==> config.mk <==
export PLATFORM = sky130hd
export DESIGN_NAME = star_hash_frame_deframer_top
export DESIGN_NICKNAME = d
export VERILOG_FILES = /design/src/design/shfd_pkg.sv /design/src/design/star_hash_frame_deframer_top.sv /design/src/design/shfd_cfg.sv /design/src/design/shfd_core.sv
export SDC_FILE = /design/constraint.sdc
export NUM_CORES = 1
export LEC_CHECK = 0
export BUFFER_PORTS_ARGS = -buffer_cell sky130_fd_sc_hd__buf_2
export CORE_UTILIZATION = 53
export CTS_CLUSTER_DIAMETER = 40
export DETAILED_ROUTE_END_ITERATION = 12
export PLACE_DENSITY_LB_ADDON = 0.3
export SYNTH_ARGS = -nofsm -noshare
export SYNTH_HDL_FRONTEND = slang
export SYNTH_SLANG_ARGS = --single-unit
==> constraint.sdc <==
create_clock -name clk -period 2.75 [get_ports clk]
set_input_delay 0.1375 -clock clk [delete_from_list [all_inputs] [get_ports clk]]
set_output_delay 0.1375 -clock clk [all_outputs]
set_load 0.05 [all_outputs]
==> src/design/shfd_pkg.sv <==
package shfd_pkg;

  localparam int ByteW   = 8;
  localparam int CountW  = 14;
  localparam int EventW  = 3;
  localparam int OffW    = 4;
  localparam int LengthW = 32;

  // Result event codes.
  localparam logic [EventW-1:0] EV_DROP    = 3'd0;
  localparam logic [EventW-1:0] EV_PAYLOAD = 3'd1;
  localparam logic [EventW-1:0] EV_ACCEPT  = 3'd2;
  localparam logic [EventW-1:0] EV_REJECT  = 3'd3;
  localparam logic [EventW-1:0] EV_RESTART = 3'd4;

  // Register indexes on the configuration port.
  localparam logic [1:0] REG_START_CHAR    = 2'd0;
  localparam logic [1:0] REG_END_CHAR      = 2'd1;
  localparam logic [1:0] REG_MIN_LENGTH    = 2'd2;
  localparam logic [1:0] REG_LENGTH_OFFSET = 2'd3;

  localparam logic [CountW-1:0] COUNT_SAT  = 14'd10000;
  localparam logic [CountW-1:0] LENGTH_MAX = 14'd9999;
  localparam logic [OffW:0]     DIGITS     = 5'd4;

  localparam logic [ByteW-1:0]  START_RESET  = 8'd42;
  localparam logic [ByteW-1:0]  END_RESET    = 8'd35;
  localparam logic [CountW-1:0] MIN_RESET    = 14'd10;
  localparam logic [OffW-1:0]   OFFSET_RESET = 4'd6;

  localparam logic [ByteW-1:0] ASCII_ZERO = 8'h30;
  localparam logic [ByteW-1:0] ASCII_NINE = 8'h39;

  typedef struct packed {
    logic [ByteW-1:0]  start_char;
    logic [ByteW-1:0]  end_char;
    logic [CountW-1:0] min_length;
    logic [OffW-1:0]   length_offset;
  } cfg_t;

  typedef struct packed {
    logic [ByteW-1:0]  out_byte;
    logic [EventW-1:0] event_res;
    logic [CountW-1:0] frame_count;
  } result_t;

endpackage

==> src/design/star_hash_frame_deframer_top.sv <==
// Channel | Direction | Handshake              | Payload
// input   | in        | in_valid / in_stall    | in_byte
// output  | out       | out_valid / out_stall  | out_byte, event_res, frame_count
// config  | in        | APB psel/penable/pready| paddr, pwdata, prdata
//
// One byte is taken per cycle while in_stall is low; its result is registered in the
// output register, or in the skid register while the output is stalled.
// The frame state and decision logic sit in one combinational step ahead of that register.
// Reset is synchronous and active high; it restores config, frame state and valid flags.
// A skid register catches one result while out_stall is high; in_stall rises only
// once both the output and skid registers are full.
module star_hash_frame_deframer_top (
  input  logic                          clk,
  input  logic                          rst,
  input  logic                          in_valid,
  output logic                          in_stall,
  input  logic [shfd_pkg::ByteW-1:0]    in_byte,
  output logic                          out_valid,
  input  logic                          out_stall,
  output logic [shfd_pkg::ByteW-1:0]    out_byte,
  output logic [shfd_pkg::EventW-1:0]   event_res,
  output logic [shfd_pkg::CountW-1:0]   frame_count,
  input  logic                          psel,
  input  logic                          penable,
  input  logic                          pwrite,
  input  logic [3:0]                    paddr,
  input  logic [31:0]                   pwdata,
  output logic [31:0]                   prdata,
  output logic                          pready
);

  shfd_pkg::cfg_t    cfg;
  shfd_pkg::result_t new_res;
  shfd_pkg::result_t out_res;
  shfd_pkg::result_t skid_res;
  logic              skid_valid;
  logic              take;
  logic              out_free;

  assign in_stall = skid_valid;
  assign take     = in_valid && !in_stall;
  assign out_free = !out_valid || !out_stall;

  shfd_cfg u_cfg (
    .clk     (clk),
    .rst     (rst),
    .psel    (psel),
    .penable (penable),
    .pwrite  (pwrite),
    .paddr   (paddr),
    .pwdata  (pwdata),
    .prdata  (prdata),
    .pready  (pready),
    .cfg     (cfg)
  );

  shfd_core u_core (
    .clk     (clk),
    .rst     (rst),
    .take    (take),
    .in_byte (in_byte),
    .cfg     (cfg),
    .res     (new_res)
  );

  always_ff @(posedge clk) begin
    if (rst) begin
      out_valid  <= 1'b0;
      skid_valid <= 1'b0;
    end else if (out_free) begin
      if (skid_valid) begin
        out_valid  <= 1'b1;
        skid_valid <= 1'b0;
      end else begin
        out_valid <= take;
      end
    end else if (take) begin
      skid_valid <= 1'b1;
    end
  end

  always_ff @(posedge clk) begin
    if (out_free) begin
      out_res <= skid_valid ? skid_res : new_res;
    end else if (take) begin
      skid_res <= new_res;
    end
  end

  assign out_byte    = out_res.out_byte;
  assign event_res   = out_res.event_res;
  assign frame_count = out_res.frame_count;

  a_skid_needs_out: assert property (@(posedge clk) disable iff (rst)
    skid_valid |-> out_valid)
    else $error("skid register holds a result while output is empty");

  a_skid_on_stall: assert property (@(posedge clk) disable iff (rst)
    $rose(skid_valid) |-> $past(out_valid && out_stall && in_valid))
    else $error("skid register filled without a stalled output");

  a_out_after_take: assert property (@(posedge clk) disable iff (rst)
    (take && !out_valid) |=> out_valid)
    else $error("accepted transaction did not reach the output register");

endmodule

==> src/design/shfd_cfg.sv <==
module shfd_cfg (
  input  logic                clk,
  input  logic                rst,
  input  logic                psel,
  input  logic                penable,
  input  logic                pwrite,
  input  logic [3:0]          paddr,
  input  logic [31:0]         pwdata,
  output logic [31:0]         prdata,
  output logic                pready,
  output shfd_pkg::cfg_t      cfg
);

  logic       wr_en;
  logic [1:0] reg_idx;

  assign pready  = 1'b1;
  assign reg_idx = paddr[3:2];
  assign wr_en   = psel && penable && pwrite;

  always_ff @(posedge clk) begin
    if (rst) begin
      cfg.start_char    <= shfd_pkg::START_RESET;
      cfg.end_char      <= shfd_pkg::END_RESET;
      cfg.min_length    <= shfd_pkg::MIN_RESET;
      cfg.length_offset <= shfd_pkg::OFFSET_RESET;
    end else if (wr_en) begin
      unique case (reg_idx)
        shfd_pkg::REG_START_CHAR:    cfg.start_char    <= pwdata[shfd_pkg::ByteW-1:0];
        shfd_pkg::REG_END_CHAR:      cfg.end_char      <= pwdata[shfd_pkg::ByteW-1:0];
        shfd_pkg::REG_MIN_LENGTH:    cfg.min_length    <= pwdata[shfd_pkg::CountW-1:0];
        shfd_pkg::REG_LENGTH_OFFSET: cfg.length_offset <= pwdata[shfd_pkg::OffW-1:0];
        default: ;
      endcase
    end
  end

  always_comb begin
    unique case (reg_idx)
      shfd_pkg::REG_START_CHAR:    prdata = {24'd0, cfg.start_char};
      shfd_pkg::REG_END_CHAR:      prdata = {24'd0, cfg.end_char};
      shfd_pkg::REG_MIN_LENGTH:    prdata = {18'd0, cfg.min_length};
      shfd_pkg::REG_LENGTH_OFFSET: prdata = {28'd0, cfg.length_offset};
      default:                     prdata = 32'd0;
    endcase
  end

endmodule

==> src/design/shfd_core.sv <==
module shfd_core (
  input  logic                          clk,
  input  logic                          rst,
  input  logic                          take,
  input  logic [shfd_pkg::ByteW-1:0]    in_byte,
  input  shfd_pkg::cfg_t                cfg,
  output shfd_pkg::result_t             res
);

  logic                          in_frame;
  logic [shfd_pkg::CountW-1:0]   byte_count;
  logic [shfd_pkg::LengthW-1:0]  length_value;
  logic                          digits_valid;

  logic                          in_frame_next;
  logic [shfd_pkg::CountW-1:0]   byte_count_next;
  logic [shfd_pkg::LengthW-1:0]  length_value_next;
  logic                          digits_valid_next;

  logic                          is_start;
  logic                          is_end;
  logic                          is_digit;
  logic [3:0]                    digit;
  logic [shfd_pkg::OffW:0]       digit_end;
  logic                          at_digit_pos;
  logic                          frame_ok;
  logic [shfd_pkg::CountW-1:0]   count_inc;
  logic [shfd_pkg::LengthW-1:0]  length_acc;

  assign is_start  = (in_byte == cfg.start_char);
  assign is_end    = (in_byte == cfg.end_char);
  assign is_digit  = (in_byte >= shfd_pkg::ASCII_ZERO) && (in_byte <= shfd_pkg::ASCII_NINE);
  assign digit     = in_byte[3:0];
  assign digit_end = {1'b0, cfg.length_offset} + shfd_pkg::DIGITS;

  assign at_digit_pos = (byte_count >= {10'd0, cfg.length_offset}) &&
                        (byte_count < {9'd0, digit_end});

  // Times ten as two shifts. A length offset moved inside an open frame can
  // add more digit positions, so the value keeps the full word and wraps there.
  assign length_acc = (length_value << 3) + (length_value << 1) + {28'd0, digit};

  assign count_inc = (byte_count < shfd_pkg::COUNT_SAT) ? byte_count + 14'd1 : byte_count;

  assign frame_ok = (byte_count != '0) &&
                    (byte_count >= cfg.min_length) &&
                    (byte_count >= {9'd0, digit_end}) &&
                    digits_valid &&
                    (length_value == {18'd0, byte_count});

  always_comb begin
    in_frame_next     = in_frame;
    byte_count_next   = byte_count;
    length_value_next = length_value;
    digits_valid_next = digits_valid;
    res.out_byte      = '0;
    res.event_res     = shfd_pkg::EV_DROP;
    res.frame_count   = '0;
    priority if (!in_frame) begin
      if (is_start) begin
        in_frame_next     = 1'b1;
        byte_count_next   = '0;
        length_value_next = '0;
        digits_valid_next = 1'b1;
      end
    end else if (is_end) begin
      // The end test comes first so equal start and end characters close.
      in_frame_next     = 1'b0;
      byte_count_next   = '0;
      length_value_next = '0;
      digits_valid_next = 1'b1;
      res.event_res     = frame_ok ? shfd_pkg::EV_ACCEPT : shfd_pkg::EV_REJECT;
      res.frame_count   = byte_count;
    end else if (is_start) begin
      byte_count_next   = '0;
      length_value_next = '0;
      digits_valid_next = 1'b1;
      res.event_res     = shfd_pkg::EV_RESTART;
    end else begin
      if (at_digit_pos) begin
        if (is_digit) begin
          length_value_next = length_acc;
        end else begin
          digits_valid_next = 1'b0;
        end
      end
      byte_count_next = count_inc;
      res.out_byte    = in_byte;
      res.event_res   = shfd_pkg::EV_PAYLOAD;
      res.frame_count = count_inc;
    end
  end

  always_ff @(posedge clk) begin
    if (rst) begin
      in_frame     <= 1'b0;
      byte_count   <= '0;
      length_value <= '0;
      digits_valid <= 1'b1;
    end else if (take) begin
      in_frame     <= in_frame_next;
      byte_count   <= byte_count_next;
      length_value <= length_value_next;
      digits_valid <= digits_valid_next;
    end
  end

  a_count_sat: assert property (@(posedge clk) disable iff (rst)
    byte_count <= shfd_pkg::COUNT_SAT)
    else $error("byte count above saturation");

  a_length_hold: assert property (@(posedge clk) disable iff (rst)
    (take && in_frame && !is_end && !is_start && !at_digit_pos) |=> $stable(length_value))
    else $error("length value changed outside a length position");

  a_idle_clear: assert property (@(posedge clk) disable iff (rst)
    !in_frame |-> (byte_count == '0 && length_value == '0 && digits_valid))
    else $error("frame state not cleared outside a frame");

endmodule

==> metrics.txt <==
result of the run finished with violations; violated checks negative setup slack; pre-CTS setup slack -380.4 ps; cell depth of the worst flop-to-flop path 15; I/O pin cnt 111; cell area power density 457.1 mW/mm2; detailed-routing iteration count for the pre-antenna-repair pass 5; vias per cell 5.710; buffer type at the clock tree root clkbuf_16; pin slew with the least headroom to its limit 794.5 ps; flip-flop and latch count after synthesis 134; post-route clock period utilization 109.8%; largest net degree at the start of global routing 40; net count reported at finish 1221; endpoint of the worst register-to-register path u_core.length_value[19]; count of antenna diodes in the layout 0; Post-synth EDFFs 50; kind of capture point of the worst setup path register; global-route wire length before repair 34750 um; count of cells along the worst hold path 3; total number of yosys warnings 0; DR vias 7508; worst hold slack across all endpoints 23.62 ps; Critical Path Source Type register; Total Routing Usage GR 26.66%; Setup Skew 9.626 ps; number of failing hold endpoints at the final stage 0; maximum vdd drop 0.4416 mV; TritonCTS clock tree built; post-synthesis instance total 940; Slowest cell on crit path fa_1; aggregate global routing overflow 0; via count of the first global-routing pass 7024; worst hold start in_valid; slack of the worst reg-to-reg path -270 ps; launching point of the worst reg2reg path u_core.length_value[2]; area of the core region 0.01583 mm2; HPWL Detailed 15300 um; number of antenna violations at the first check in global routing 0; count of nets left with antenna violations after detail routing 0; count of cell instances traversed by the critical path 15; buffers added on ports 71; number of pins with negative max-slew slack in the final report 0; peak clock frequency supported by timing 0.3312 GHz; maximum fanout along the worst path 3; standby leakage power 4.610 nW; count of buffer and inverter cells on the critical path 4; share of flip-flops with an asynchronous set or reset after synthesis 0%; area growth from synthesis to final layout 22.80%; TritonCTS buffer count 17; Routed WL per cell 16.56 um; worst slew slack as a fraction of its limit 47.04%; sequential-to-total area share from yosys stat 37.12%; placed cell count 1255; fraction of final layout cells with drive strength greater than 1 23.48%; global placer's final weighted congestion 0.8974; class of the worst hold path input pin to register; Max clock buf depth 2; WP data arrival 3350 ps; remaining routing DRC violations 0; starting DRC count in detailed routing 696; worst path cell trace inv_2 > fa_1 > inv_2 > ha_4 > a211oi_4 > o211ai_1 > nand3_2 > buf_4 > buf_4 > o21a_1 > o21ai_2 > a21o_1 > a21oi_1 > xor2_1 > o21ai_1; Total Routed Length 21780 um; MaxCap Viol Count 0; horizontal die dimension 129.2 um; Top FF cell, synth dfxtp_1; floorplan die area 0.01669 mm2; Netlist Area Pre-Place 0.008576 mm2; crit path launch u_core.length_value[2]; die span in y 129.2 um; clock sinks 134; clock latency on the worst-skew pair 430 ps; Hold Path End out_valid; max incr delay on CP 520 ps; unrepaired setup endpoints after global routing yes; Rows 46; family of cells with the greatest summed delay on the critical path compound AO/OA/AOI/OAI gates; Synth Area per Inst 9.123 um2; starting density of the core 54.18%; critical path start-end classification register to register; distinct cell type count of the synthesized netlist 77; filler-free cell count of the finished design 1315; fin worst setup slack -269.7 ps; clk slew on worst S/H paths 70 ps; total power consumption of the routed design 4.814 mW; endpoints failing setup 13; number of H-tree branching levels 4; required time of the worst setup path 3080 ps; shortest period the worst path allows 3020 ps
cell usage after synthesis, types with 12 or more instances:
cell type	count	share of area, %
xnor2_1	45	4.6
and3_1	12	0.88
nand2_1	103	4.5
nor3_1	12	0.70
edfxtp_1	50	18
nor2b_1	14	1.0
buf_4	20	1.8
clkbuf_1	28	1.2
a31oi_1	16	1.2
a21oi_1	84	4.9
a21o_1	17	1.5
a211o_1	13	1.3
nand3_1	30	1.8
mux2i_1	16	1.9
o21ai_1	25	1.5
o21ai_0	23	1.3
dfxtp_1	84	20
ha_1	82	12
inv_1	37	1.6
and2_1	12	0.88
mux2_2	15	2.0
nor2_1	62	2.7
worst max path at each step:
| stage | slack (ps) | endpoint |
|---|---|---|
| CTS | -200 | u_core.length_value[31] |
| global placement | -310 | u_core.length_value[30] |
| floorplan | -140 | u_core.length_value[31] |
| detailed placement | -380 | u_core.length_value[30] |
| global route | -390 | u_core.length_value[19] |
| finish | -270 | u_core.length_value[19] |
registers in the layout (all words and copies together), names as in the netlist:
register	count
u_core.byte_count	14
in_stall	1
frame_count	14
event_res	3
u_core.length_value	32
u_cfg.cfg	34
u_core.in_frame	1
out_byte	8
out_valid	1
u_core.digits_valid	1
skid_res	25
where the power goes:
group | internal [mW] | switching, mW | total, mW
Sequential | 2.09 | 0.0139 | 2.10
Combinational | 0.103 | 0.276 | 0.379
Clock | 1.30 | 1.03 | 2.33
Total | 3.50 | 1.32 | 4.81
cells by family (layout without fill, tap and decap cells):
family                     after synthesis  count (layout)  share of synthesized area, %
muxes                                   42              42                         5.807
xor gates and xnor gates                56              56                         5.719
and+or+nand+nor                        293             293                         16.53
DFF                                    134             134                         37.12
other                                    2              19                       0.08757
buffers and inverters                  102             244                         5.734
adders and majority gates               84              84                         12.43
AOI/OAI and AO/OA                      227             227                         16.57
metal layers:
metal	part of all wire, %	up-vias	wire (um)	global-route usage (%)
li1	-	3648	-	-
met1	45	3542	9825	36.20
met2	47	272	10250	42.03
met3	5.3	46	1153	4.294
met4	2.5	0	547	11.49
met5	0	-	0	0
metrics by stage:
stage	TNS, ps	util (%)	instance area (um2)
finish	-1776	66.54	10530
global route	-3981	66.54	10530
CTS	-604.0	65.39	10350
detailed placement	-2483	60.02	9500
global placement	-1865	60.02	9500
floorplan	-159.2	-	8648
what timing repair did:
item	in CTS	in global routing
buffers inserted	7	7
hold endpoints to repair	28	0
setup endpoints to repair	16	21
pin swaps	22	39
gates resized for setup	13	29
hold buffers	14	0
cell type report:
type                    instances  area [um2]
clock buffers                  17       425.4
clock inverters                15       171.4
fillers                      1225        5296
inverters                      38       142.6
multi-input cells             721        5141
flip-flops and latches        134        3186
well taps                     216       270.3
repair buffers                174        1195
tightest hold or removal path, stage by stage:
cell and delay, ps:
buf_2 100, nor2_1 50, a21oi_1 120
layout by cell type, fill, tap and decap left out, types with 12 or more instances in the layout:
cell type / instances
xnor2_1: 45
conb_1: 19
a31oi_1: 16
nand3_1: 28
inv_1: 35
nor2_1: 59
a21oi_1: 75
dfxtp_1: 82
dlygate4sd3_1: 14
nand2_1: 103
and3_1: 12
o21ai_0: 20
nor2b_1: 14
clkbuf_16: 17
edfxtp_1: 50
mux2i_1: 16
buf_4: 83
buf_2: 71
o21ai_1: 24
a211o_1: 13
ha_1: 81
mux2_2: 15
a21o_1: 17
Power figures use the tool's default switching activity.
